[src/rtl/sgd_pkg.sv]
// sgd_pkg: shared types, constants and helpers for the scanline gradient dither block.
// No dependencies; used by every module under rtl/.
`timescale 1ns / 1ps
`default_nettype none
package sgd_pkg;

	localparam int LINES_DEF  = 192;
	localparam int FRAC_DEF   = 8;
	localparam int NUM_CH     = 3;
	localparam int CH_W       = 5;
	localparam int CH_MAX     = 31;
	localparam int REG_W      = 13;
	localparam int LINE_W     = 9;
	localparam int COLOR_W    = 15;
	localparam int TARGET_W   = 8;
	localparam int IDX_W      = 3;
	localparam int S_TDATA_W  = 16;
	localparam int M_TDATA_W  = 24;

	typedef enum logic [IDX_W-1:0] {
		REG_START_RED   = 3'd0,
		REG_START_GREEN = 3'd1,
		REG_START_BLUE  = 3'd2,
		REG_END_RED     = 3'd3,
		REG_END_GREEN   = 3'd4,
		REG_END_BLUE    = 3'd5,
		REG_GRADIENT_ON = 3'd6,
		REG_DITHER_ON   = 3'd7
	} sgd_reg_t;

	// stage load enables, one per lane pipeline stage
	typedef struct packed {
		logic s2;
		logic s3;
		logic s4;
		logic s5;
		logic s6;
	} sgd_ld_t;

	typedef struct packed {
		logic gradient_on;
		logic dither_on;
	} sgd_mode_t;

	function automatic logic [COLOR_W-1:0] pack_rgb(input logic [NUM_CH-1:0][CH_W-1:0] ch);
		pack_rgb = ch;
	endfunction

endpackage
`default_nettype wire

[src/rtl/scanline_gradient_dither.sv]
// scanline_gradient_dither: top level, config registers, target line stage, lanes, merge.
// Each word passes registered stages s1 to s6, then the output register in sgd_merge.
// Throughput: one word per cycle; each stage stalls only when the one after it is full.
// Reset (arst_n low, async): pipeline empty, carries/last target/last color zero,
// colors zero, gradient on, dither off. Depends on sgd_pkg, sgd_lane, sgd_merge.
`timescale 1ns / 1ps
`default_nettype none
module scanline_gradient_dither #(
	parameter int LINES     = sgd_pkg::LINES_DEF,
	parameter int FRAC_BITS = sgd_pkg::FRAC_DEF
) (
	input  wire logic                            clk,
	input  wire logic                            arst_n,
	input  wire logic                            wr_en,
	input  wire logic [sgd_pkg::IDX_W-1:0]       wr_index,
	input  wire logic [sgd_pkg::REG_W-1:0]       wr_data,
	input  wire logic                            s_tvalid,
	output logic                                 s_tready,
	input  wire logic [sgd_pkg::S_TDATA_W-1:0]   s_tdata,  // [8:0] current_line
	output logic                                 m_tvalid,
	input  wire logic                            m_tready,
	output logic      [sgd_pkg::M_TDATA_W-1:0]   m_tdata   // [14:0] backdrop_color, [22:15] target_line
);
	localparam int SW = $clog2(LINES);
	localparam int LW = sgd_pkg::LINE_W + 2;

	logic [sgd_pkg::NUM_CH-1:0][sgd_pkg::REG_W-1:0] start_q, end_q;
	sgd_pkg::sgd_mode_t                             mode_q;

	logic          v_s1, v_s2, v_s3, v_s4, v_s5, v_s6;
	logic          rdy1, rdy2, rdy3, rdy4, rdy5, rdy6, rdy_o;
	logic [SW-1:0] t_s1, t_s2, t_s3, t_s4, t_s5, t_s6;
	logic [LW-1:0] t_inc;
	sgd_pkg::sgd_ld_t ld;

	logic [sgd_pkg::NUM_CH-1:0][sgd_pkg::REG_W-1:0] lane_v;
	logic [sgd_pkg::NUM_CH-1:0][sgd_pkg::CH_W-1:0]  lane_flat;
	logic [sgd_pkg::COLOR_W-1:0]                    color;
	logic [sgd_pkg::TARGET_W-1:0]                   target;

	always_ff @(posedge clk or negedge arst_n) begin
		if (!arst_n) begin
			start_q <= '0;
			end_q   <= '0;
			mode_q  <= '{gradient_on: 1'b1, dither_on: 1'b0};
		end else if (wr_en) begin
			unique case (sgd_pkg::sgd_reg_t'(wr_index))
				sgd_pkg::REG_START_RED:   start_q[0] <= wr_data;
				sgd_pkg::REG_START_GREEN: start_q[1] <= wr_data;
				sgd_pkg::REG_START_BLUE:  start_q[2] <= wr_data;
				sgd_pkg::REG_END_RED:     end_q[0] <= wr_data;
				sgd_pkg::REG_END_GREEN:   end_q[1] <= wr_data;
				sgd_pkg::REG_END_BLUE:    end_q[2] <= wr_data;
				sgd_pkg::REG_GRADIENT_ON: mode_q.gradient_on <= wr_data[0];
				sgd_pkg::REG_DITHER_ON:   mode_q.dither_on <= wr_data[0];
			endcase
		end
	end

	assign rdy6     = !v_s6 || rdy_o;
	assign rdy5     = !v_s5 || rdy6;
	assign rdy4     = !v_s4 || rdy5;
	assign rdy3     = !v_s3 || rdy4;
	assign rdy2     = !v_s2 || rdy3;
	assign rdy1     = !v_s1 || rdy2;
	assign s_tready = rdy1;
	assign ld       = '{s2: rdy2, s3: rdy3, s4: rdy4, s5: rdy5, s6: rdy6};

	// next line; wrapped to zero at LINES when stored in t_s1
	assign t_inc = LW'(s_tdata[sgd_pkg::LINE_W-1:0]) + LW'(1);

	always_ff @(posedge clk or negedge arst_n) begin
		if (!arst_n) begin
			v_s1 <= 1'b0;
			v_s2 <= 1'b0;
			v_s3 <= 1'b0;
			v_s4 <= 1'b0;
			v_s5 <= 1'b0;
			v_s6 <= 1'b0;
		end else begin
			if (rdy1) v_s1 <= s_tvalid;
			if (rdy2) v_s2 <= v_s1;
			if (rdy3) v_s3 <= v_s2;
			if (rdy4) v_s4 <= v_s3;
			if (rdy5) v_s5 <= v_s4;
			if (rdy6) v_s6 <= v_s5;
		end
	end

	always_ff @(posedge clk) begin
		if (rdy1) t_s1 <= (t_inc >= LW'(LINES)) ? '0 : SW'(t_inc);
		if (rdy2) t_s2 <= t_s1;
		if (rdy3) t_s3 <= t_s2;
		if (rdy4) t_s4 <= t_s3;
		if (rdy5) t_s5 <= t_s4;
		if (rdy6) t_s6 <= t_s5;
	end

	for (genvar c = 0; c < sgd_pkg::NUM_CH; c++) begin : g_lane
		sgd_lane #(
			.LINES     (LINES),
			.FRAC_BITS (FRAC_BITS)
		) u_lane (
			.clk       (clk),
			.ld        (ld),
			.t_s1      (t_s1),
			.start_val (start_q[c]),
			.end_val   (end_q[c]),
			.v_s6      (lane_v[c]),
			.flat      (lane_flat[c])
		);
	end

	sgd_merge #(
		.LINES     (LINES),
		.FRAC_BITS (FRAC_BITS)
	) u_merge (
		.clk         (clk),
		.arst_n      (arst_n),
		.mode        (mode_q),
		.valid_s6    (v_s6),
		.t_s6        (t_s6),
		.lane_v      (lane_v),
		.lane_flat   (lane_flat),
		.out_ready   (m_tready),
		.out_valid_q (m_tvalid),
		.color_q     (color),
		.target_q    (target),
		.rdy         (rdy_o)
	);

	assign m_tdata = {1'b0, target, color};

	a_accept_enters: assert property (@(posedge clk) disable iff (!arst_n)
		(s_tvalid && s_tready) |=> v_s1)
		else $error("accepted word did not enter stage 1");

	a_accept_while_out_waits: assert property (@(posedge clk) disable iff (!arst_n)
		(m_tvalid && !m_tready && !v_s1) |-> s_tready)
		else $error("input blocked although stage 1 is empty");

	a_stage6_holds: assert property (@(posedge clk) disable iff (!arst_n)
		(v_s6 && !rdy6) |=> (v_s6 && $stable(t_s6)))
		else $error("stalled stage 6 word changed");

	a_target_range: assert property (@(posedge clk) disable iff (!arst_n)
		v_s6 |-> ((SW + 1)'(t_s6) < (SW + 1)'(LINES)))
		else $error("target line out of range");

endmodule
`default_nettype wire

[src/rtl/sgd_lane.sv]
// sgd_lane: one color channel, line interpolation by reciprocal multiply plus flat average.
// Depends on sgd_pkg.
`timescale 1ns / 1ps
`default_nettype none
module sgd_lane #(
	parameter int LINES     = sgd_pkg::LINES_DEF,
	parameter int FRAC_BITS = sgd_pkg::FRAC_DEF,
	localparam int SW       = $clog2(LINES)
) (
	input  wire logic                         clk,
	input  wire sgd_pkg::sgd_ld_t             ld,
	input  wire logic [SW-1:0]                t_s1,
	input  wire logic [sgd_pkg::REG_W-1:0]    start_val,
	input  wire logic [sgd_pkg::REG_W-1:0]    end_val,
	output logic      [sgd_pkg::REG_W-1:0]    v_s6,
	output logic      [sgd_pkg::CH_W-1:0]     flat
);
	localparam int SPAN = LINES - 1;
	localparam int NW   = sgd_pkg::REG_W + SW;
	localparam int KSH  = NW;
	localparam int MW   = NW + 1;
	localparam int PW   = NW + MW;
	localparam longint unsigned MUL = (64'd1 << KSH) / SPAN;
	localparam int CW   = (FRAC_BITS + sgd_pkg::CH_W > NW) ? FRAC_BITS + sgd_pkg::CH_W : NW;
	localparam logic [CW-1:0] CLAMP = CW'(sgd_pkg::CH_MAX) << FRAC_BITS;
	localparam int AW   = ((FRAC_BITS + 1 > sgd_pkg::REG_W + 1) ?
		FRAC_BITS + 1 : sgd_pkg::REG_W + 1) + 1;

	logic [NW-1:0] pa_s2, pb_s2;
	logic [NW-1:0] n_s3;
	logic [NW-1:0] n_s4, qe_s4;
	logic [NW-1:0] n_s5, qe_s5, qn_s5;
	logic [PW-1:0] prod;
	logic [NW-1:0] q_fix;
	logic [CW-1:0] q_ext;
	logic [AW-1:0] avg_sum, avg_sh;

	// n * floor(2^K/span) >> K is at most one below n/span
	assign prod  = PW'(n_s3) * PW'(MW'(MUL));
	assign q_fix = (n_s5 >= qn_s5) ? qe_s5 + NW'(1) : qe_s5;
	assign q_ext = CW'(q_fix);

	always_ff @(posedge clk) begin
		if (ld.s2) begin
			pa_s2 <= NW'(start_val) * NW'(SW'(SPAN) - t_s1);
			pb_s2 <= NW'(end_val) * NW'(t_s1);
		end
		if (ld.s3) begin
			n_s3 <= pa_s2 + pb_s2;
		end
		if (ld.s4) begin
			n_s4  <= n_s3;
			qe_s4 <= NW'(prod >> KSH);
		end
		if (ld.s5) begin
			n_s5  <= n_s4;
			qe_s5 <= qe_s4;
			qn_s5 <= NW'(((NW + 1)'(qe_s4) + (NW + 1)'(1)) * (NW + 1)'(SPAN));
		end
		if (ld.s6) begin
			v_s6 <= (q_ext > CLAMP) ? sgd_pkg::REG_W'(CLAMP) : sgd_pkg::REG_W'(q_fix);
		end
	end

	// flat mode: rounded average, saturated
	assign avg_sum = AW'(start_val) + AW'(end_val) + (AW'(1) << FRAC_BITS);
	assign avg_sh  = avg_sum >> (FRAC_BITS + 1);
	assign flat    = (avg_sh > AW'(sgd_pkg::CH_MAX)) ? sgd_pkg::CH_W'(sgd_pkg::CH_MAX) :
		sgd_pkg::CH_W'(avg_sh);

endmodule
`default_nettype wire

[src/rtl/sgd_merge.sv]
// sgd_merge: combines the three lanes, runs the dither carries and holds the output word.
// Depends on sgd_pkg.
`timescale 1ns / 1ps
`default_nettype none
module sgd_merge #(
	parameter int LINES     = sgd_pkg::LINES_DEF,
	parameter int FRAC_BITS = sgd_pkg::FRAC_DEF,
	localparam int SW       = $clog2(LINES)
) (
	input  wire logic                                            clk,
	input  wire logic                                            arst_n,
	input  wire sgd_pkg::sgd_mode_t                              mode,
	input  wire logic                                            valid_s6,
	input  wire logic [SW-1:0]                                   t_s6,
	input  wire logic [sgd_pkg::NUM_CH-1:0][sgd_pkg::REG_W-1:0]  lane_v,
	input  wire logic [sgd_pkg::NUM_CH-1:0][sgd_pkg::CH_W-1:0]   lane_flat,
	input  wire logic                                            out_ready,
	output logic                                                 out_valid_q,
	output logic      [sgd_pkg::COLOR_W-1:0]                     color_q,
	output logic      [sgd_pkg::TARGET_W-1:0]                    target_q,
	output logic                                                 rdy
);
	localparam int SPAN = LINES - 1;
	localparam int XW   = ((FRAC_BITS > sgd_pkg::REG_W) ? FRAC_BITS : sgd_pkg::REG_W) + 1;

	logic [sgd_pkg::NUM_CH-1:0][FRAC_BITS-1:0]     carry_q;
	logic [SW-1:0]                                 last_target_q;
	logic [sgd_pkg::COLOR_W-1:0]                   last_color_q;

	logic                                          t0, seq, last_line, carry_we, take;
	logic [sgd_pkg::NUM_CH-1:0][sgd_pkg::CH_W-1:0] d_ch, t_ch;
	logic [sgd_pkg::NUM_CH-1:0][FRAC_BITS-1:0]     d_carry;
	logic [sgd_pkg::COLOR_W-1:0]                   color_d;

	assign rdy  = !out_valid_q || out_ready;
	assign take = rdy && valid_s6;

	always_comb begin
		logic [FRAC_BITS-1:0] cin;
		logic [XW-1:0]        x;
		t0        = (t_s6 == '0);
		last_line = (t_s6 == SW'(SPAN));
		seq       = t0 || ((SW + 1)'(t_s6) == (SW + 1)'(last_target_q) + (SW + 1)'(1));
		for (int c = 0; c < sgd_pkg::NUM_CH; c++) begin
			cin        = t0 ? '0 : carry_q[c];
			x          = XW'(lane_v[c]) + XW'(cin);
			d_ch[c]    = sgd_pkg::CH_W'(x >> FRAC_BITS);
			d_carry[c] = last_line ? '0 : FRAC_BITS'(x);
			t_ch[c]    = sgd_pkg::CH_W'(lane_v[c] >> FRAC_BITS);
		end
		carry_we = mode.gradient_on && mode.dither_on && seq;
		priority if (!mode.gradient_on) begin
			color_d = sgd_pkg::pack_rgb(lane_flat);
		end else if (!mode.dither_on) begin
			color_d = sgd_pkg::pack_rgb(t_ch);
		end else if (seq) begin
			color_d = sgd_pkg::pack_rgb(d_ch);
		end else begin
			color_d = last_color_q;
		end
	end

	always_ff @(posedge clk or negedge arst_n) begin
		if (!arst_n) begin
			out_valid_q   <= 1'b0;
			carry_q       <= '0;
			last_target_q <= '0;
			last_color_q  <= '0;
		end else begin
			if (rdy) begin
				out_valid_q <= valid_s6;
			end
			if (take) begin
				last_target_q <= t_s6;
				last_color_q  <= color_d;
				if (carry_we) begin
					carry_q <= d_carry;
				end
			end
		end
	end

	always_ff @(posedge clk) begin
		if (take) begin
			color_q  <= color_d;
			target_q <= sgd_pkg::TARGET_W'(t_s6);
		end
	end

endmodule
`default_nettype wire
[config.mk]
export PLATFORM = sky130hd
export DESIGN_NAME = scanline_gradient_dither
export DESIGN_NICKNAME = d
export VERILOG_FILES = /design/src/rtl/sgd_pkg.sv /design/src/rtl/scanline_gradient_dither.sv /design/src/rtl/sgd_lane.sv /design/src/rtl/sgd_merge.sv
export SDC_FILE = /design/constraint.sdc
export NUM_CORES = 2
export LEC_CHECK = 0
export ABC_AREA = 1
export BUFFER_PORTS_ARGS = -buffer_cell sky130_fd_sc_hd__buf_2
export CAP_MARGIN = 20
export CORE_MARGIN = 1
export CORE_UTILIZATION = 42
export DETAILED_ROUTE_END_ITERATION = 8
export PLACE_DENSITY = 0.68
export SETUP_SLACK_MARGIN = 0.1
export SLEW_MARGIN = 10
export SYNTH_ARGS = -nofsm -noshare
export SYNTH_HDL_FRONTEND = slang
export SYNTH_SLANG_ARGS = --single-unit
[constraint.sdc]
create_clock -name clk -period 12.35 [get_ports clk]
set_input_delay 1.8525 -clock clk [delete_from_list [all_inputs] [get_ports clk]]
set_output_delay 1.8525 -clock clk [all_outputs]
set_load 0.03 [all_outputs]
# Yosys cells after proc, flatten, opt, wreduce, memory -nomap -nowiden
# Index checks and enable logic that the tools add are counted.
word_totals:
  output_inout_bits: 26
  ff_bits: 706
  input_bits: 37
  elab_cells: 151
op_classes:
  magnitude_cmp: 10
  mul: 12
  n_eq_ne: 9
  n_reduce_logical: 29
  mux: 15
  addsub: 21
ops:
  columns: ["op", "n"]
  rows:
  - ["multiplier 21 x 14 -> 35 bit, second input constant", 3]
  - ["adder 14 x 1 -> 15 bit, second input constant", 6]
  - ["multiplier 22 x 8 -> 21 bit, second input constant", 3]
  - ["adder 21 bit", 3]
  - ["greater-or-equal comparator 21 bit", 3]
  - ["greater-than comparator 21 x 13 -> 1 bit, second input constant", 3]
  - ["multiplier 13 x 21 -> 21 bit", 3]
  - ["multiplier 13 x 8 -> 21 bit", 3]
  - ["two-way mux 21 bit", 3]
  - ["two-way mux 8 bit", 6]
  - ["adder 15 x 9 -> 15 bit, second input constant", 3]
  - ["two-way mux 15 bit", 3]
  - ["adder 13 x 13 -> 14 bit", 3]
  - ["adder 13 x 8 -> 13 bit", 3]
  - ["greater-than comparator 6 x 5 -> 1 bit, second input constant", 3]
  - ["AND reduction 2 bit", 9]
  - ["two-way mux 5 bit", 3]
  - ["== test 3 bit, second input constant", 4]
  - ["adder 9 x 1 -> 10 bit, second input constant", 1]
  - ["greater-or-equal comparator 10 x 8 -> 1 bit, second input constant", 1]
  - ["adder 8 x 1 -> 9 bit, second input constant", 1]
  - ["== test 8 x 9 -> 1 bit", 1]
  - ["subtractor 8 x 8 -> 9 bit, first input constant", 1]
  - ["== test 8 bit, second input constant", 1]
  - ["7 further kinds", 23]

# Longest topological paths before layout
depth:
  word_depth: 8
  ltp_mapped: 26

# By module
# Synthesis repeated with hierarchy kept, for this count alone.
hier_totals:
  cells_unflattened: 8662
  area_unflattened_um2: 79515.0
by_module_without_submodules:
  columns: ["module", "cells_per_inst", "n_inst", "area_each_um2"]
  rows:
  - ["sgd_lane (g_lane[0].u_lane)", 2522, 1, 23206.0]
  - ["sgd_lane (g_lane[1].u_lane)", 2527, 1, 23184.7]
  - ["sgd_lane (g_lane[2].u_lane)", 2498, 1, 23125.9]
  - ["sgd_merge", 707, 1, 5102.4]
  - ["scanline_gradient_dither", 408, 1, 4895.9]

# Least setup slack after synthesis
# Ideal clock, no wire load.
synth_timing:
  path_kind: "input -> register"
  from: "input m_tready"
  to: "register g_lane[0].u_lane.pa_s2[0], enable pin"
  path_stages: 12
  setup_ns: 0.487
  setup_slack_ns: -1.438
  path_buffers: 0
  arrival_ns: 13.300
  cell_sequence: "nor2_1 -> inv_1 -> nor2_1 -> inv_1 -> nor2_1 -> inv_1 -> nor2_1 -> inv_1 -> nor2_1 -> inv_1 -> nor2_1 -> inv_1"
synth_between:
  elab_chain_len: 6
synth_lines:
  columns: ["item", "line_no", "text"]
  rows:
  - ["start: declaration", "scanline_gradient_dither.sv:21", "input wire logic m_tready,"]
  - ["logical OR 1 bit", "sgd_merge.sv:35", "assign rdy = !out_valid_q || out_ready;"]
  - ["logical OR 1 bit", "scanline_gradient_dither.sv:60", "assign rdy6 = !v_s6 || rdy_o;"]
  - ["net rdy6", "scanline_gradient_dither.sv:31", "logic rdy1, rdy2, rdy3, rdy4, rdy5, rdy6, rdy_o;"]
  - ["logical OR 1 bit", "scanline_gradient_dither.sv:61", "assign rdy5 = !v_s5 || rdy6;"]
  - ["net rdy5", "scanline_gradient_dither.sv:31", null]
  - ["logical OR 1 bit", "scanline_gradient_dither.sv:62", "assign rdy4 = !v_s4 || rdy5;"]
  - ["net rdy4", "scanline_gradient_dither.sv:31", null]
  - ["logical OR 1 bit", "scanline_gradient_dither.sv:63", "assign rdy3 = !v_s3 || rdy4;"]
  - ["net rdy3", "scanline_gradient_dither.sv:31", null]
  - ["logical OR 1 bit", "scanline_gradient_dither.sv:64", "assign rdy2 = !v_s2 || rdy3;"]
  - ["net rdy2", "scanline_gradient_dither.sv:31", null]
  - ["end signal: assignment", "sgd_lane.sv:45", "pa_s2 <= NW'(start_val) * NW'(SW'(SPAN) - t_s1);"]
  - ["end: declaration", "sgd_lane.sv:29", "logic [NW-1:0] pa_s2, pb_s2;"]
# The timed path passes the listed nets, and every way through them passes these cells.
# A chain may end at the register's enable or synchronous reset.

# Worst setup path after layout
layout_timing:
  from: "input m_tready"
  to: "output s_tready"
layout_between:
  elab_chain_len: 7
layout_lines:
  columns: ["item", "line_no", "text"]
  rows:
  - ["logical OR 1 bit", "sgd_merge.sv:35", null]
  - ["logical OR 1 bit", "scanline_gradient_dither.sv:60", null]
  - ["net rdy6", "scanline_gradient_dither.sv:31", null]
  - ["logical OR 1 bit", "scanline_gradient_dither.sv:61", null]
  - ["net rdy5", "scanline_gradient_dither.sv:31", null]
  - ["logical OR 1 bit", "scanline_gradient_dither.sv:62", null]
  - ["net rdy4", "scanline_gradient_dither.sv:31", null]
  - ["logical OR 1 bit", "scanline_gradient_dither.sv:63", null]
  - ["net rdy3", "scanline_gradient_dither.sv:31", null]
  - ["logical OR 1 bit", "scanline_gradient_dither.sv:64", null]
  - ["logical OR 1 bit", "scanline_gradient_dither.sv:65", "assign rdy1 = !v_s1 || rdy2;"]
  - ["end: declaration", "scanline_gradient_dither.sv:18", "output logic s_tready,"]
# The timed path passes the listed nets, and every way through them passes these cells.

==> reports/metrics.yaml <==
synth.largest_area_cell: "fa_1"
viasPerCell: 5.04
critical_path_class: "in -> out"
drc_errors: 0
period_share: 0.613
wl_met3_um: 9570
cts.sink_count: 706
ctsResizeCount: 0
cts_hold_buf: 0
worstHoldPathCells: 0
grt_pass1_vias: 61100
post-dp-hpwl_um: 153000
startpoint_type: "input pin"
final_max_slew_viol_count: 0
critical-path-max-stage-delay_ns: 0.59
drive_gt1_frac: 0.0286
ys_warn_count: 0
wl_met2_um: 91100
fillCellCount: 18200
cts_tree: "done"
maxSlewHeadroom: 0.258
nets: 11100
fp-row-count: 161
syn_area_per_cell_um2: 9.06
finalWeightedCongestion: 0.925
cap_violations: 0
clock_latency_ns: 0.71
endpoint_kind: "output port"
status: "finished clean"
synth.area.top_cells: "fa_1, edfxtp_1, ha_1, inv_1, nand2_1"
grt_max_degree: 87
synth_cells: 9028
ys.flop_type: "edfxtp_1"
finalHoldViolCount: 0
pin_count: 63
clockBufferDepth: 3
path_max_fanout: 57
htree_num_levels: 3
period_minus_slack_ns: 7.57
synth_nets: 11100
worst_pin_slew_ns: 1.11
ant_nets: 0
port_buffers: 54
die_area_mm2: 0.197
synth_cell_type_count: 57
rr_worst_depth: 20
via_count: 58600
yosysSeqAreaShare: 0.251
synth_common_cells: "inv_1, nand2_1, fa_1"
area_growth_pct: 7.24
critPathSlowestCell: "clkinvlp_4"
wl_met1_um: 81000
crit_arrival_ns: 5.71
track_usage: 0.196
clockRootBuffer: "clkbuf_16"
die_w_um: 443
synth-seq-cells: 706
fin_skew_ns: 0.0355
clk_pin_slew_ns: 0.06
cp_top_family: "simple AND/OR/NAND/NOR gates"
cts_setup_buffers: 0
required_ns: 10.50
wl_per_cell_um: 16.3
synth_area_mm2: 0.0818
setup_viol: 0
whs_ns: 0.409
die_h_um: 443
async_reset_ff_frac: 0.190
numCtsBuffers: 83
grt_overflow: 0
synth_edf_count: 572
antenna_found_initial: 6
critical_path_cell_count: 14
core_area_mm2: 0.193
synth_top_area_frac: 0.252
seqCellArea_mm2: 0.0205
finalWirelength_um: 189000
multiInputGateArea_mm2: 0.0524
max_freq_ghz: 0.132
initial_core_util: 0.424
drt_first_iter_violations: 3991
drt_pass1_iterations: 6
tns_ns: 0
yosys.cell_count.top_type: "inv_1"
crit_buf_inv: 7
crit_top_cell: "nor2_1"
top_layer: "met5"
path_cells: "buf_2 > nor2_1 > inv_1 > nor2_1 > inv_2 > nor2_1 > clkinvlp_4 > nor2_1 > inv_4 > nor2_1 > inv_2 > nor2_1 > nand2_1 > buf_2"
rsz0062_at_grt: "false"
min_path_type: "reg -> reg"
grt_pass1_wl_um: 311000
==> area by class of cell <==
cell class              count  share of cell area
diodes                      4            0.000114
clock buffers             102              0.0248
clock inverters            50             0.00747
inverters                2182              0.0934
multi-input cells        5969               0.597
flip-flops and latches    706               0.234
well taps                2526              0.0360
repair buffers             87             0.00672
==> cells by family (layout without fill, tap and decap cells) <==
| group | count (synthesis) | in the layout | share of synthesized area |
|---|---|---|---|
| flops | 706 | 706 | 0.251 |
| buf+inv | 2353 | 2421 | 0.109 |
| simple gates | 2619 | 2619 | 0.131 |
| fa+ha+maj | 2035 | 2035 | 0.406 |
| other cells | 1 | 5 | 0.0000458 |
| compound gates | 936 | 936 | 0.0636 |
| xor+xnor | 378 | 378 | 0.0408 |
==> layout by cell type, fill, tap and decap left out, drive strengths merged, types with 6 or more instances in the layout <==
master    instances
a211oi           12
a21boi           15
a21o             40
a21oi           413
a221oi           14
a31oi            25
buf              87
bufinv           10
clkbuf          102
clkinv           25
clkinvlp          9
dfrtp           133
edfxtp          572
fa             1029
ha             1006
inv            2188
nand2          1649
nand3           215
nand3b           17
nand4            81
nor2            558
nor3             60
nor4             16
o211ai           21
o21a             14
o21ai           322
o21bai           33
o22ai             6
o31ai            10
or2              14
xnor2           102
xor2            274
==> worst register-to-register path, cell delays in order (launching register included) <==
cell      delay, ns
edfxtp_1       0.32
buf_4          0.51
ha_1           0.66
buf_4          0.42
nand2_1        0.23
fa_1           0.60
inv_1          0.07
fa_1           0.63
inv_1          0.24
fa_1           0.53
inv_1          0.05
fa_1           0.52
inv_1          0.05
fa_1           0.47
inv_1          0.04
ha_1           0.32
a21oi_1        0.17
o21ai_0        0.14
a311oi_1       0.48
o21bai_1       0.14
xor2_1         0.16
==> registers in the layout, indices dropped and copies added, names as in the netlist, 15 cells and up <==
signal / flops
g_lane.u_lane.v_s6: 39
u_merge.carry_q: 24
g_lane.u_lane.pb_s2: 63
g_lane.u_lane.n_s4: 63
g_lane.u_lane.qe_s4: 42
g_lane.u_lane.qn_s5: 63
g_lane.u_lane.qe_s5: 42
g_lane.u_lane.n_s5: 63
g_lane.u_lane.n_s3: 63
end_q: 39
u_merge.color_q: 15
g_lane.u_lane.pa_s2: 63
start_q: 39
u_merge.last_color_q: 15
==> path summary, 6_finish.rpt <==
path	start	to	slack (ns)
worst max-delay path	m_tready	s_tready	4.78
worst min-delay path	g_lane[1].u_lane.n_s4[7]	g_lane[1].u_lane.n_s5[7]	0.41
worst max register to register	t_s1[7]	g_lane[1].u_lane.pa_s2[17]	5.35
worst min register to register	g_lane[1].u_lane.n_s4[7]	g_lane[1].u_lane.n_s5[7]	0.41
max in group asynchronous	arst_n	start_q[11]	9.96
min in group asynchronous	arst_n	u_merge.carry_q[16]	1.13
==> routing by layer <==
| layer | vias up | track usage |
|---|---|---|
| met4 | 2 | 0.0755 |
| met5 | - | 0 |
| met2 | 1444 | 0.335 |
| met3 | 345 | 0.0219 |
| met1 | 28700 | 0.252 |
| li1 | 28100 | - |
==> metrics by stage <==
step	utilization	instance area (um^2)	std cells	setup WS (ns)
2_1_floorplan	-	81800	9028	0.136
3_3_place_gp	0.439	84800	11500	4.48
3_5_place_dp	0.439	84800	11500	4.41
4_1_cts	0.454	87600	11600	4.37
5_1_grt	0.455	87700	11600	4.35
6_report	0.455	87700	11600	4.78
Power is left out: the tool's default activity adds up to more than one toggle a clock period on the data nets, which glitch-free logic cannot reach.
